[config.mk]
export PLATFORM = sky130hd
export DESIGN_NAME = spp_front
export DESIGN_NICKNAME = d
export VERILOG_FILES = /design/src/hw/rtl/spp_pkg.sv /design/src/hw/rtl/spp_front.sv
export SDC_FILE = /design/constraint.sdc
export NUM_CORES = 1
export LEC_CHECK = 0
export BUFFER_PORTS_ARGS = -buffer_cell sky130_fd_sc_hd__buf_2
export CAP_MARGIN = 30
export CORE_MARGIN = 2
export CORE_UTILIZATION = 39
export CTS_BUF_LIST = sky130_fd_sc_hd__clkbuf_8
export DETAILED_ROUTE_END_ITERATION = 10
export RECOVER_POWER = 100
export SYNTH_ARGS = -nofsm -noshare
export SYNTH_HDL_FRONTEND = slang
export SYNTH_SLANG_ARGS = --single-unit
export TNS_END_PERCENT = 1
[constraint.sdc]
create_clock -name clk -period 7.7 [get_ports clk]
set_input_delay 0.385 -clock clk [delete_from_list [all_inputs] [get_ports clk]]
set_output_delay 0.385 -clock clk [all_outputs]
set_load 0.01 [all_outputs]
[src/hw/rtl/spp_pkg.sv]
// Shared types, constants and helpers of the scan point projector.
// Used by every RTL file of the block and by its checker.
package spp_pkg;

  localparam int ANGLE_BITS     = 16;
  localparam int ROTATOR_STAGES = 16;

  localparam int RANGE_W   = 16;
  localparam int ANG_W     = 16;
  localparam int BEAM_W    = 12;
  localparam int POSE_W    = 24;
  localparam int OUT_W     = 25;
  localparam int SUM_W     = OUT_W + 1;
  localparam int CFG_W     = 24;
  localparam int CFG_IDX_W = 3;

  localparam int ANG_UP = (ANGLE_BITS > ANG_W) ? (ANGLE_BITS - ANG_W) : 0;
  localparam int ANG_DN = (ANGLE_BITS < ANG_W) ? (ANG_W - ANGLE_BITS) : 0;

  // Residual angle, one guard bit over the binary angle.
  localparam int ZW      = ANGLE_BITS + 1;
  // Rotator vector: 32-bit scaled range, gain growth and sign.
  localparam int DW      = 35;
  localparam int FRAC    = 16;
  localparam int RW      = DW - FRAC;
  localparam int STG_W   = (ROTATOR_STAGES > 1) ? $clog2(ROTATOR_STAGES) : 1;
  localparam int ATAN_N  = 24;
  localparam int ATAN_IW = $clog2(ATAN_N);

  localparam logic [31:0] KINV = 32'd2608131497;
  localparam logic signed [SUM_W-1:0] OUT_MAX = SUM_W'(8454143);
  localparam logic signed [SUM_W-1:0] OUT_MIN = -SUM_W'(8454144);

  typedef enum logic [CFG_IDX_W-1:0] {
    REG_START_ANGLE   = 3'd0,
    REG_ANGLE_STEP    = 3'd1,
    REG_RANGE_FLOOR   = 3'd2,
    REG_RANGE_CEILING = 3'd3,
    REG_POSE_X        = 3'd4,
    REG_POSE_Y        = 3'd5,
    REG_POSE_HEADING  = 3'd6
  } reg_idx_t;

  typedef enum logic [1:0] {
    QUAD_0   = 2'd0,
    QUAD_90  = 2'd1,
    QUAD_180 = 2'd2,
    QUAD_270 = 2'd3
  } quad_t;

  typedef struct packed {
    logic [ANG_W-1:0]   start_angle;
    logic [ANG_W-1:0]   angle_step;
    logic [RANGE_W-1:0] range_floor;
    logic [RANGE_W-1:0] range_ceiling;
    logic [POSE_W-1:0]  pose_x;
    logic [POSE_W-1:0]  pose_y;
    logic [ANG_W-1:0]   pose_heading;
  } spp_cfg_t;

  // One point in flight through the rotator.
  typedef struct packed {
    logic [DW-1:0]     x;
    logic [DW-1:0]     y;
    logic [ZW-1:0]     z;
    logic [BEAM_W-1:0] beam;
  } spp_vec_t;

  // Arctangent of 2^-i in units of 2^-32 turn, truncated.
  localparam logic [31:0] ATAN_TAB [ATAN_N] = '{
    32'h20000000, 32'h12E4051E, 32'h09FB385B, 32'h051111D4, 32'h028B0D43,
    32'h0145D7E1, 32'h00A2F61E, 32'h00517C55, 32'h0028BE53, 32'h00145F2F,
    32'h000A2F98, 32'h000517CC, 32'h00028BE6, 32'h000145F3, 32'h0000A2F9,
    32'h0000517C, 32'h000028BE, 32'h0000145F, 32'h00000A2F, 32'h00000517,
    32'h0000028B, 32'h00000145, 32'h000000A2, 32'h00000051
  };

  function automatic logic [ZW-1:0] atan_step(input logic [ATAN_IW-1:0] idx);
    return ZW'(ATAN_TAB[idx] >> (32 - ANGLE_BITS));
  endfunction

endpackage

[src/hw/rtl/spp_front.sv]
// Front end: beam angle tracking, range window, quadrant reduction,
// gain multiply and start vector. Depends on spp_pkg.
module spp_front
  import spp_pkg::*;
(
  input  logic               clk,
  input  logic               rst,
  input  spp_cfg_t           cfg,
  input  logic               in_valid,
  output logic               in_ready,
  input  logic [RANGE_W-1:0] range_mm,
  input  logic               first_of_scan,
  output logic               dn_valid,
  input  logic               dn_ready,
  output spp_vec_t           dn_data
);

  typedef struct packed {
    logic [RANGE_W-1:0] range;
    quad_t              quad;
    logic [ZW-1:0]      z;
    logic [BEAM_W-1:0]  beam;
  } s1_t;

  typedef struct packed {
    logic [31:0]       r;
    quad_t             quad;
    logic [ZW-1:0]     z;
    logic [BEAM_W-1:0] beam;
  } s2_t;

  logic [ANG_W-1:0]      beam_angle;
  logic [BEAM_W-1:0]     beam_count;
  logic [ANG_W-1:0]      ang;
  logic [ANG_W-1:0]      theta;
  logic [ANGLE_BITS-1:0] a;
  logic [ANGLE_BITS-1:0] a_round;
  logic [ANGLE_BITS-1:0] z_res;
  logic [BEAM_W-1:0]     cnt;
  logic                  in_window;
  logic                  accept;

  s1_t        s1, s1_next;
  s2_t        s2;
  logic       v1, v2, v3;
  logic       r1, r2, r3;
  logic [47:0] prod;
  logic [DW-1:0] r_ext;
  spp_vec_t   s3_next;

  assign accept = in_valid && in_ready;
  assign r3 = !v3 || dn_ready;
  assign r2 = !v2 || r3;
  assign r1 = !v1 || r2;
  assign in_ready = r1;

  always_comb begin
    ang   = first_of_scan ? cfg.start_angle : beam_angle;
    cnt   = first_of_scan ? '0 : beam_count;
    theta = ang + cfg.pose_heading;
    if (ANGLE_BITS >= ANG_W) begin
      a = ANGLE_BITS'(theta) << ANG_UP;
    end else begin
      a = ANGLE_BITS'(theta >> ANG_DN);
    end
    // Nearest quadrant: residual falls in [-1/8, 1/8) turn.
    a_round = a + (ANGLE_BITS'(1) << (ANGLE_BITS - 3));
    z_res   = a - (ANGLE_BITS'(a_round[ANGLE_BITS-1 -: 2]) << (ANGLE_BITS - 2));
    in_window = (range_mm >= cfg.range_floor) && (range_mm <= cfg.range_ceiling);
    s1_next.range = range_mm;
    s1_next.quad  = quad_t'(a_round[ANGLE_BITS-1 -: 2]);
    s1_next.z     = {z_res[ANGLE_BITS-1], z_res};
    s1_next.beam  = cnt;
  end

  always_ff @(posedge clk) begin
    if (rst) begin
      beam_angle <= '0;
      beam_count <= '0;
    end else if (accept) begin
      beam_angle <= ang + cfg.angle_step;
      beam_count <= cnt + BEAM_W'(1);
    end
  end

  // Stage 1: reduced angle; rejected samples leave no entry.
  always_ff @(posedge clk) begin
    if (rst) begin
      v1 <= 1'b0;
    end else if (r1) begin
      v1 <= accept && in_window;
    end
  end
  always_ff @(posedge clk) begin
    if (r1 && accept) begin
      s1 <= s1_next;
    end
  end

  // Stage 2: range scaled by the inverse rotator gain.
  assign prod = 48'(s1.range) * 48'(KINV);

  always_ff @(posedge clk) begin
    if (rst) begin
      v2 <= 1'b0;
    end else if (r2) begin
      v2 <= v1;
    end
  end
  always_ff @(posedge clk) begin
    if (r2 && v1) begin
      s2.r    <= prod[47:16];
      s2.quad <= s1.quad;
      s2.z    <= s1.z;
      s2.beam <= s1.beam;
    end
  end

  // Stage 3: start vector on the chosen axis.
  assign r_ext = DW'(s2.r);

  always_comb begin
    s3_next.z    = s2.z;
    s3_next.beam = s2.beam;
    unique case (s2.quad)
      QUAD_0: begin
        s3_next.x = r_ext;
        s3_next.y = '0;
      end
      QUAD_90: begin
        s3_next.x = '0;
        s3_next.y = r_ext;
      end
      QUAD_180: begin
        s3_next.x = -r_ext;
        s3_next.y = '0;
      end
      QUAD_270: begin
        s3_next.x = '0;
        s3_next.y = -r_ext;
      end
      default: begin
        s3_next.x = '0;
        s3_next.y = '0;
      end
    endcase
  end

  always_ff @(posedge clk) begin
    if (rst) begin
      v3 <= 1'b0;
    end else if (r3) begin
      v3 <= v2;
    end
  end
  always_ff @(posedge clk) begin
    if (r3 && v2) begin
      dn_data <= s3_next;
    end
  end

  assign dn_valid = v3;

endmodule

Yosys cells after proc, flatten, opt, wreduce, memory -nomap -nowiden --
Cells that the tools add are included.
Operators by class: add/sub/neg operators 6, multiply operators 1, order comparisons 2, equal/unequal tests 3, multiplexer cells 3, reductions and logical operators 13
Operator list (count):
- case mux 70 bit (4 select lines) | 1
- multiplier 16 x 32 -> 48 bit (second input constant) | 1
- negation 32 -> 35 bit | 1
- adder 16 bit | 2
- adder 16 x 14 -> 16 bit (second input constant) | 1
- >= comparator 16 bit | 1
- <= comparator 16 bit | 1
- two-way mux 16 bit | 1
- subtractor 16 bit | 1
- adder 12 x 1 -> 12 bit (second input constant) | 1
- two-way mux 12 bit | 1
- logical AND 1 bit | 6
- equality test 2 bit (second input constant) | 2
- zero test 1 bit | 3
- logical OR 1 bit | 3
- equality test 2 x 1 -> 1 bit (second input constant) | 1
- zero test 2 bit | 1
Storage, ports and cells: register bits 237, input bits 149, output and inout bits 101, logic and storage cells 45

Longest topological paths before layout --
Gate-level depths: netlist of the first run.
word-level depth 6, mapped depth 22, mapped depth without buffers 22

Worst setup path before layout of the first run --
Ideal clock, no wire load.
path type register to register, start reg s1[39] (netlist bit), end reg s2, in the netlist r_ext[21], data pin, setup time 0.265 ns, data arrival time 5.793 ns, data required time 7.435 ns, slack 1.642 ns, stages on the path, launching flop included 21, path buffers 0, clock period less this slack 6.058 ns, cells stage by stage edfxtp_1 > ha_1 > inv_1 > fa_1 > fa_1 > inv_1 > fa_1 > fa_1 > inv_1 > fa_1 > inv_1 > ha_1 > a21oi_1 > o21ai_0 > a31oi_1 > a211oi_2 > o32ai_1 > o21ai_1 > a221oi_2 > o21ai_0 > xor2_1
Between the ends: longest elaborated chain between the ends 1
Ends and longest elaborated chain:
- start: declaration | line spp_front.sv:43 | s1_t s1, s1_next;
- start signal: assignment | line spp_front.sv:96 | s1 <= s1_next;
- multiplier 16 x 32 -> 48 bit | line spp_front.sv:101 | assign prod = 48'(s1.range) * 48'(KINV);
- named net prod[37] | line spp_front.sv:47 | logic [47:0] prod;
- end: declaration | line spp_front.sv:44 | s2_t s2;
The timed path passes the listed nets, and every way through them passes these cells. A chain may end at the register's enable or synchronous reset.

Worst setup path in the final report of the first run --
start reg s1[39] (netlist bit), end reg s2, in the netlist r_ext[29], data pin
Same word-level chain as after synthesis.

==> results.py, run 1 <==
metrics = {
    "drt": {
        "wl_per_cell_um": 16.9,
        "ant_nets": 0,
        "post-route-drc-count": 0,
        "drt-total-wl_mm": 44.9,
        "drt_iter0_drc": 534,
        "drtPass1Iterations": 5,
        "viasPerCell": 4.85,
        "vias": 12900,
    },
    "sta": {
        "hold_viol_final": 0,
        "drv_slew": 341,
        "skew_ps": 33.7,
        "slew_headroom": -1.34,
        "period_needed_ps": 7100,
        "max_slew.worst_pin.slew_ps": 3510,
        "period_share": 0.921,
        "clock.fmax_ghz": 0.141,
        "tns_ps": 0,
        "setup_viol": 0,
        "rsz0062_at_grt": "false",
    },
    "global_routing": {
        "top_usage_layer": "met2",
        "grt_util_met3": 0.0323,
        "grt_use_met2": 0.317,
        "grt_pass1_wl_mm": 71.9,
        "antenna_found_initial": 2,
        "grt_max_degree": 68,
        "track_usage": 0.182,
        "first_global_vias": 13800,
        "overflow": 0,
        "met1_usage": 0.228,
    },
    "critical_path": {
        "crit_fanout": 9,
        "required_ps": 8010,
        "cp.buffers_inverters": 4,
        "crit_path_frequent_cell": "fa_1",
        "worst_ep_arrival_time_ps": 7410,
        "cp_slowest_cell": "edfxtp_1",
        "path_delay_family": "adder cells",
        "critPathKind": "flip-flop to flip-flop",
        "endpoint_kind": "flip-flop",
        "critPathLaunchType": "flip-flop",
        "path_cells": "ha_1 > inv_1 > fa_1 > fa_1 > inv_1 > fa_1 > fa_1 > inv_1 > fa_1 > inv_1 > ha_1 > a21oi_1 > o21ai_0 > a31oi_1 > a211oi_1 > nor2_1 > o31ai_1 > a21o_1 > a31oi_1 > xnor2_1",
        "cp_slowest_stage_delay_ps": 610,
    },
    "logic_synthesis": {
        "syn_area_sq_mm": 0.0192,
        "avgSynthCellArea_sq_um": 11.2,
        "synth-edff-count": 206,
        "synth_top_area_share": 0.322,
        "yosysSeqAreaShare": 0.354,
        "yosys.area.top_type": "edfxtp_1",
        "ys_async_sr_fraction": 0,
        "ys_top_cells_by_count": "inv_1 (324), ha_1 (238), edfxtp_1 (206), fa_1 (183), nor2_1 (97)",
        "ys_ff_latch": 237,
        "synthCells": 1720,
        "synth_nets": 2290,
        "synth.top_cells.by_area": "edfxtp_1 (32%), fa_1 (19%), ha_1 (15%)",
        "yosysWarnings": 0,
        "yosysMostFrequentCell": "inv_1",
        "yosysUniqueCellTypes": 67,
        "ys.flop_type": "edfxtp_1",
    },
    "place": {
        "gp_congestion": 0.942,
        "portBuffers": 201,
        "dpl.hpwl_mm": 36.4,
    },
    "cells_and_area": {
        "nets": 2535,
        "layout-drive-gt1-share": 0.0866,
        "area_growth_pct": 13.1,
    },
    "clocking": {
        "cts_root_buffer": "clkbuf_8",
        "clock-sinks": 237,
        "numCtsBuffers": 41,
        "cts.clk_slew.worst_paths_ps": 60,
        "htreeDepth": 2,
        "clock_latency_ps": 590,
        "ctsResizeCount": 0,
        "cts_buffer_depth": 3,
        "cts_tree": "yes",
        "cts_setup_buffers": 0,
    },
    "die": {
        "die_w_um": 226,
        "die_area_sq_mm": 0.0511,
        "start_util": 0.394,
        "num_rows": 81,
        "die_h_um": 226,
        "ioPinCount": 250,
        "coreArea_sq_mm": 0.0488,
    },
    "min_path": {
        "hold_class": "primary input to flip-flop",
    },
    "status": {
        "status": "finished with violations",
        "violations": "capacitance limit, slew limit",
    },
    "run": {
        "cap_violations": 6,
    },
}
==> state kept, by name, indices dropped and copies added, names as in the netlist <==
name / flops
beam_angle: 16
beam_count: 12
dn_data: 98
dn_valid: 1
r_ext: 32
s1: 46
s2: 30
v1: 1
v2: 1
==> worst register-to-register path: stages, from the launching register on <==
cell and delay (ps):
edfxtp_1 610, ha_1 520, inv_1 130, fa_1 590, fa_1 590, inv_1 60
fa_1 530, fa_1 590, inv_1 70, fa_1 540, inv_1 50, ha_1 340
a21oi_1 80, o21ai_0 230, a31oi_1 110, a211oi_1 540, nor2_1 150, o31ai_1 570
a21o_1 280, a31oi_1 130, xnor2_1 140
==> cells in the final DEF (no fill, tap or decap), types with 15 or more instances in the layout <==
cell type | netlist | routed
ha_1 | 238 | 238
fa_1 | 183 | 183
xnor2_1 | 44 | 44
o21ai_0 | 41 | 43
buf_2 | 0 | 84
a21o_1 | 38 | 38
xor2_1 | 52 | 52
a21oi_1 | 81 | 82
nand3_1 | 24 | 24
dlygate4sd3_1 | 0 | 15
nor2b_1 | 61 | 60
edfxtp_1 | 206 | 206
dfxtp_1 | 31 | 31
nor3_1 | 20 | 20
clkbuf_8 | 0 | 42
inv_1 | 324 | 335
clkbuf_1 | 21 | 124
nor2_1 | 97 | 97
nand2_1 | 83 | 83
==> layer usage <==
metal  routed length (um)  vias to the layer above
met5                   13                        -
met1                19000                     6261
met3                 2220                       82
met2                22200                      279
met4                 1490                        2
li1                     -                     6285
==> logic make-up (layout without fill, tap and decap cells) <==
kind of cell    Yosys count  in the layout  synth area share
other cells               0              1                 0
simple gates            357            357            0.0955
buf+inv                 351            628            0.0687
xor+xnor                 97             97            0.0449
mux                      17             17           0.00976
compound gates          240            240            0.0817
fa+ha+maj               421            421             0.345
flops                   237            237             0.354
==> through the flow <==
stage                     hold WS [ps]   util  cell area (sq um)  worst slack [ps]  cells
final                              139  0.445              21700               605   2662
after global routing              99.2  0.445              21700               232   2662
after CTS                         8.32  0.450              22000               814   2661
after detailed placement           405  0.431              21100               905   2571
after global placement             401  0.431              21100               877   2571
after floorplan                    400      -              19200              1640   1720
==> final cells by class <==
cell class / instances / area [sq um]
tap: 664 / 831
clock buffer: 42 / 578
multi-input combinational: 1132 / 11000
antenna: 1 / 2.50
fill: 4705 / 27100
timing repair buffer: 229 / 1080
inverter: 324 / 1220
clock inverter: 33 / 190
sequential: 237 / 6810
==> what timing repair did <==
| item | 4_1_cts | 5_1_grt |
|---|---|---|
| setup endpoints to repair | 0 | 0 |
| hold endpoints to repair | 15 | 0 |
| hold buffers | 15 | 0 |
==> path summary, 6_finish.rpt <==
check	startpoint	to	slack, ps	cells after the start
hold reg to reg	s2[10]$_DFFE_PP_	dn_data[10]$_DFFE_PP_	410	0
setup reg to reg	s1[39]$_DFFE_PP_	r_ext[29]$_DFFE_PP_	600	20
setup / recovery	s1[39]$_DFFE_PP_	r_ext[29]$_DFFE_PP_	600	20
hold / removal	cfg[0]	s1[12]$_DFFE_PP_	140	2
Power of run 1 is left out: the tool's default activity adds up to more than one toggle a clock period on the data nets, which glitch-free logic cannot reach.
==> run 2, diff against run 1 <==
Settings changed: ABC_AREA from default to 1.
==> results.py, run 2 <==
metrics = {
    "status": {
        "status": "finished with violations",
        "violations": "capacitance limit, slew limit",
    },
    "place": {
        "gp_congestion": 0.954,
        "dpl.hpwl_mm": 48.0,
        "place_inst": 3297,
        "portBuffers": 201,
    },
    "logic_synthesis": {
        "synth_top_area_share": 0.291,
        "yosys.area.top_type": "edfxtp_1",
        "syn_area_sq_mm": 0.0212,
        "yosysSeqAreaShare": 0.320,
        "synth_nets": 2987,
        "synthCells": 2417,
        "ys_ff_latch": 237,
        "ys.flop_type": "edfxtp_1",
        "synth-edff-count": 206,
        "yosysUniqueCellTypes": 46,
        "ys_top_cells_by_count": "inv_1 (549), nand2_1 (476), ha_1 (238), edfxtp_1 (206), fa_1 (183)",
        "avgSynthCellArea_sq_um": 8.79,
        "yosysWarnings": 0,
        "yosysMostFrequentCell": "inv_1",
        "ys_async_sr_fraction": 0,
        "synth.top_cells.by_area": "edfxtp_1 (29%), fa_1 (17%), ha_1 (14%)",
    },
    "critical_path": {
        "worst_ep_arrival_time_ps": 6440,
        "endpoint": "r_ext[23]$_DFFE_PP_",
        "path_cells": "ha_1 > inv_1 > fa_1 > fa_1 > inv_1 > fa_1 > fa_1 > inv_1 > fa_1 > inv_1 > ha_1 > nand2_1 > nor2_1 > inv_1 > nor2_1 > nand4_1 > nand3_1 > nand2_1 > nand3_1 > nand2_1",
        "critPathLaunchType": "flip-flop",
        "cp_slowest_stage_delay_ps": 640,
        "endpoint_kind": "flip-flop",
        "cp.buffers_inverters": 5,
        "worstSetupPathDepth": 20,
        "cp_slowest_cell": "edfxtp_1",
        "cp-startpoint": "s1[39]$_DFFE_PP_",
        "required_ps": 8030,
        "rrSetupSlack_ps": 1590,
        "crit_fanout": 9,
        "path_delay_family": "adder cells",
        "r2r_start": "s1[39]$_DFFE_PP_",
        "rr_worst_depth": 20,
        "critPathKind": "flip-flop to flip-flop",
        "worst_r2r_endpoint": "r_ext[23]$_DFFE_PP_",
    },
    "cells_and_area": {
        "seq_area_sq_mm": 0.00681,
        "post-route-util": 0.437,
        "multi_input_area_sq_mm": 0.0121,
        "final_cell_mix": "inv_1 (566), nand2_1 (481), ha_1 (238)",
        "largest_reg_flops": 98,
        "area_growth_pct": 10.7,
        "layout-drive-gt1-share": 0.0591,
        "final_common_cell": "inv_1",
        "fillers": 5429,
        "finalNonFillerCells": 3372,
        "largest-register": "dn_data",
        "nets": 3215,
    },
    "global_routing": {
        "grt_use_met2": 0.346,
        "first_global_vias": 16900,
        "met1_usage": 0.275,
        "grt_util_met3": 0.0327,
        "track_usage": 0.206,
        "grt_max_degree": 85,
        "overflow": 0,
        "top_usage_layer": "met2",
        "antenna_found_initial": 3,
        "grt_pass1_wl_mm": 90.5,
    },
    "drt": {
        "viasPerCell": 4.88,
        "post-route-drc-count": 0,
        "drtPass1Iterations": 5,
        "drt_iter0_drc": 868,
        "wl_per_cell_um": 16.9,
        "vias": 16500,
        "ant_nets": 0,
        "drt-total-wl_mm": 57.1,
    },
    "sta": {
        "tns_ps": 0,
        "slew_headroom": -1.76,
        "period_needed_ps": 6110,
        "rsz0062_at_grt": "false",
        "drv_slew": 245,
        "skew_ps": 26.8,
        "setup_viol": 0,
        "clock.fmax_ghz": 0.164,
        "max_slew.worst_pin.slew_ps": 4140,
        "period_share": 0.793,
        "hold_viol_final": 0,
    },
    "clocking": {
        "clock-sinks": 237,
        "numCtsBuffers": 40,
        "htreeDepth": 2,
        "cts_root_buffer": "clkbuf_8",
        "cts_tree": "yes",
        "cts.clk_slew.worst_paths_ps": 60,
        "cts_setup_buffers": 0,
        "clock_latency_ps": 580,
        "cts_buffer_depth": 3,
    },
    "min_path": {
        "whs_path_depth": 1,
        "hold_class": "primary input to flip-flop",
    },
    "die": {
        "ioPinCount": 250,
        "num_rows": 85,
        "start_util": 0.395,
        "die_h_um": 237,
        "coreArea_sq_mm": 0.0538,
        "die_w_um": 237,
        "die_area_sq_mm": 0.0564,
    },
    "run": {
        "cap_violations": 5,
    },
}
-- run 2: metrics by stage --
stage / hold WS, ps / area [sq um] / worst slack [ps]
6_report: 108 / 23500 / 1590
5_1_grt: 77.5 / 23500 / 1300
4_1_cts: 14.5 / 23800 / 1620
3_5_place_dp: 405 / 23100 / 1620
3_3_place_gp: 401 / 23100 / 1680
2_1_floorplan: 400 / 21200 / 1980
-- run 2: kinds of logic after synthesis --
kind of cell	synth area share
DFF	0.320
xor gates and xnor gates	0.0210
and+or+nand+nor	0.172
buffers and inverters	0.104
AOI/OAI and AO/OA	0.0697
adders and majority gates	0.313
-- run 2: area by class of cell --
cell class | instances | area share
multi-input cells | 1599 | 0.515
inverters | 559 | 0.0893
repair buffers | 208 | 0.0382
diodes | 2 | 0.000213
flip-flops and latches | 237 | 0.289
well taps | 696 | 0.0370
clock inverters | 30 | 0.00676
clock buffers | 41 | 0.0240
-- run 2: worst min-delay path by stage --
stage	from	end	slack, ps
after floorplan	s2[0]$_DFFE_PP_	dn_data[0]$_DFFE_PP_	400
after global placement	s2[24]$_DFFE_PP_	dn_data[24]$_DFFE_PP_	400
after detailed placement	s1[13]$_DFFE_PP_	s2[13]$_DFFE_PP_	400
after CTS	range_mm[7]	s1[38]$_DFFE_PP_	10
after global routing	cfg[0]	s1[12]$_DFFE_PP_	80
final	range_mm[3]	s1[34]$_DFFE_PP_	110
-- run 2: repair_timing --
item | in CTS | in global routing
gates resized for setup | 0 | 0
hold endpoints to repair | 1 | 0
hold buffers | 1 | 0
-- run 2: layer usage --
metal | share of wire | vias to the layer above
li1 | - | 8176
met1 | 0.46 | 7743
met2 | 0.47 | 435
met3 | 0.051 | 95
met4 | 0.027 | 2
met5 | 0.00023 | -
Power of run 2 is left out for the same reason.
==> run 3, diff against run 2 <==
Clock period 7.7 ns to 5.3 ns, I/O delays scaled along.
==> results.py, run 3 (synthesized netlist as in run 2, its figures left out) <==
metrics = {
    "run": {
        "cap_violations": 5,
    },
    "drt": {
        "drt_iter0_drc": 809,
        "ant_nets": 0,
        "post-route-drc-count": 0,
        "wl_per_cell_um": 17.2,
        "drt-total-wl_mm": 61.9,
        "viasPerCell": 4.87,
        "drtPass1Iterations": 5,
        "vias": 17500,
    },
    "sta": {
        "setup_viol": 1,
        "period_needed_ps": 5310,
        "holdWs_ps": 60.1,
        "rsz0062_at_grt": "true",
        "clock.fmax_ghz": 0.188,
        "slew_headroom": -1.39,
        "max_slew.worst_pin.slew_ps": 3580,
        "skew_ps": 21.7,
        "hold_viol_final": 0,
        "period_share": 1.00,
        "drv_slew": 201,
        "setup_ws_ps": -11.9,
    },
    "critical_path": {
        "critPathLaunchType": "flip-flop",
        "critPathKind": "flip-flop to flip-flop",
        "worst_ep_arrival_time_ps": 5640,
        "crit_fanout": 4,
        "required_ps": 5630,
        "path_cells": "buf_6 > fa_1 > inv_2 > fa_1 > inv_2 > fa_1 > fa_2 > fa_1 > inv_2 > fa_1 > inv_2 > ha_4 > nand2_4 > nor2_4 > inv_2 > nor2_4 > nand2_1 > nor2_1 > nand2_1 > nand4_1 > nand2_1",
        "endpoint_kind": "flip-flop",
        "cp_slowest_cell": "fa_1",
        "cp_slowest_stage_delay_ps": 570,
    },
    "die": {
        "coreArea_sq_mm": 0.0538,
        "start_util": 0.395,
        "die_w_um": 237,
        "die_area_sq_mm": 0.0564,
        "num_rows": 85,
        "die_h_um": 237,
        "ioPinCount": 250,
    },
    "global_routing": {
        "antenna_found_initial": 3,
        "overflow": 0,
        "track_usage": 0.220,
        "first_global_vias": 18000,
        "grt_pass1_wl_mm": 96.3,
        "grt_max_degree": 63,
    },
    "cells_and_area": {
        "nets": 3442,
        "final_common_cell": "inv_1",
        "layout-drive-gt1-share": 0.208,
        "final_cell_mix": "inv_1 (540), nand2_1 (439), edfxtp_1 (206)",
        "area_growth_pct": 25.6,
        "largest-register": "dn_data",
        "largest_reg_flops": 98,
    },
    "status": {
        "status": "finished with violations",
        "violations": "capacitance limit, slew limit, setup timing",
    },
    "place": {
        "pre_cts_ws_ps": -506,
        "portBuffers": 201,
        "gp_congestion": 0.977,
        "dpl.hpwl_mm": 51.1,
    },
    "clocking": {
        "numCtsBuffers": 44,
        "cts.clk_slew.worst_paths_ps": 60,
        "cts_buffer_depth": 3,
        "clock_latency_ps": 610,
        "cts_root_buffer": "clkbuf_8",
        "clock-sinks": 237,
        "htreeDepth": 2,
        "cts_tree": "yes",
    },
    "min_path": {
        "hold_class": "primary input to flip-flop",
    },
}
[run 3: routing by layer]
metal | routed length, um | track usage
met5 | 7 | 0
met4 | 2300 | 0.0757
met3 | 2930 | 0.0338
met2 | 29500 | 0.381
met1 | 27100 | 0.279
[run 3: worst max-delay path: cells and delay by family (launching register included)]
family / cells / cell delay, ps
buffers and inverters: 6 / 410
flip-flops: 1 / 420
adder cells (fa/ha/maj): 7 / 3430
AND/OR/NAND/NOR: 8 / 770
[run 3: area by class of cell]
type                       count  area, sq um
sequential                   237         6810
antenna                        3         7.51
multi-input combinational   1599        13400
inverter                     559         2110
tap                          696          871
clock buffer                  46          633
clock inverter                33          251
timing repair buffer         431         2660
fill                        5199        27100
[run 3: path summary, 6_finish.rpt]
path / start / to / slack [ps] / cells past startpoint
setup / recovery: s1[35]$_DFFE_PP_ / r_ext[31]$_DFFE_PP_ / -10 / 21
hold reg to reg: s1[18]$_DFFE_PP_ / s2[18]$_DFFE_PP_ / 400 / 0
hold / removal: cfg[96] / beam_angle[0]$_SDFFE_PP0P_ / 60 / 4
setup reg to reg: s1[35]$_DFFE_PP_ / r_ext[31]$_DFFE_PP_ / -10 / 21
[run 3: stage by stage]
stage | instance area (sq um) | utilization | setup TNS (ps) | std cells
after floorplan | 21300 | - | 0 | 2417
after global placement | 24400 | 0.453 | -6470 | 3472
after detailed placement | 24400 | 0.453 | -7550 | 3472
after CTS | 26100 | 0.485 | -197 | 3589
after global routing | 26700 | 0.496 | -2470 | 3604
final | 26700 | 0.496 | -11.9 | 3604
[run 3: what timing repair did]
| action | in CTS | in global routing |
|---|---|---|
| setup endpoints to repair | 29 | 32 |
| pin swaps | 31 | 99 |
| gates resized for setup | 120 | 185 |
| endpoints found under the hold margin | 19 | 0 |
| buffers inserted | 19 | 11 |
| hold buffers | 19 | 0 |
Power of run 3 is left out for the same reason.
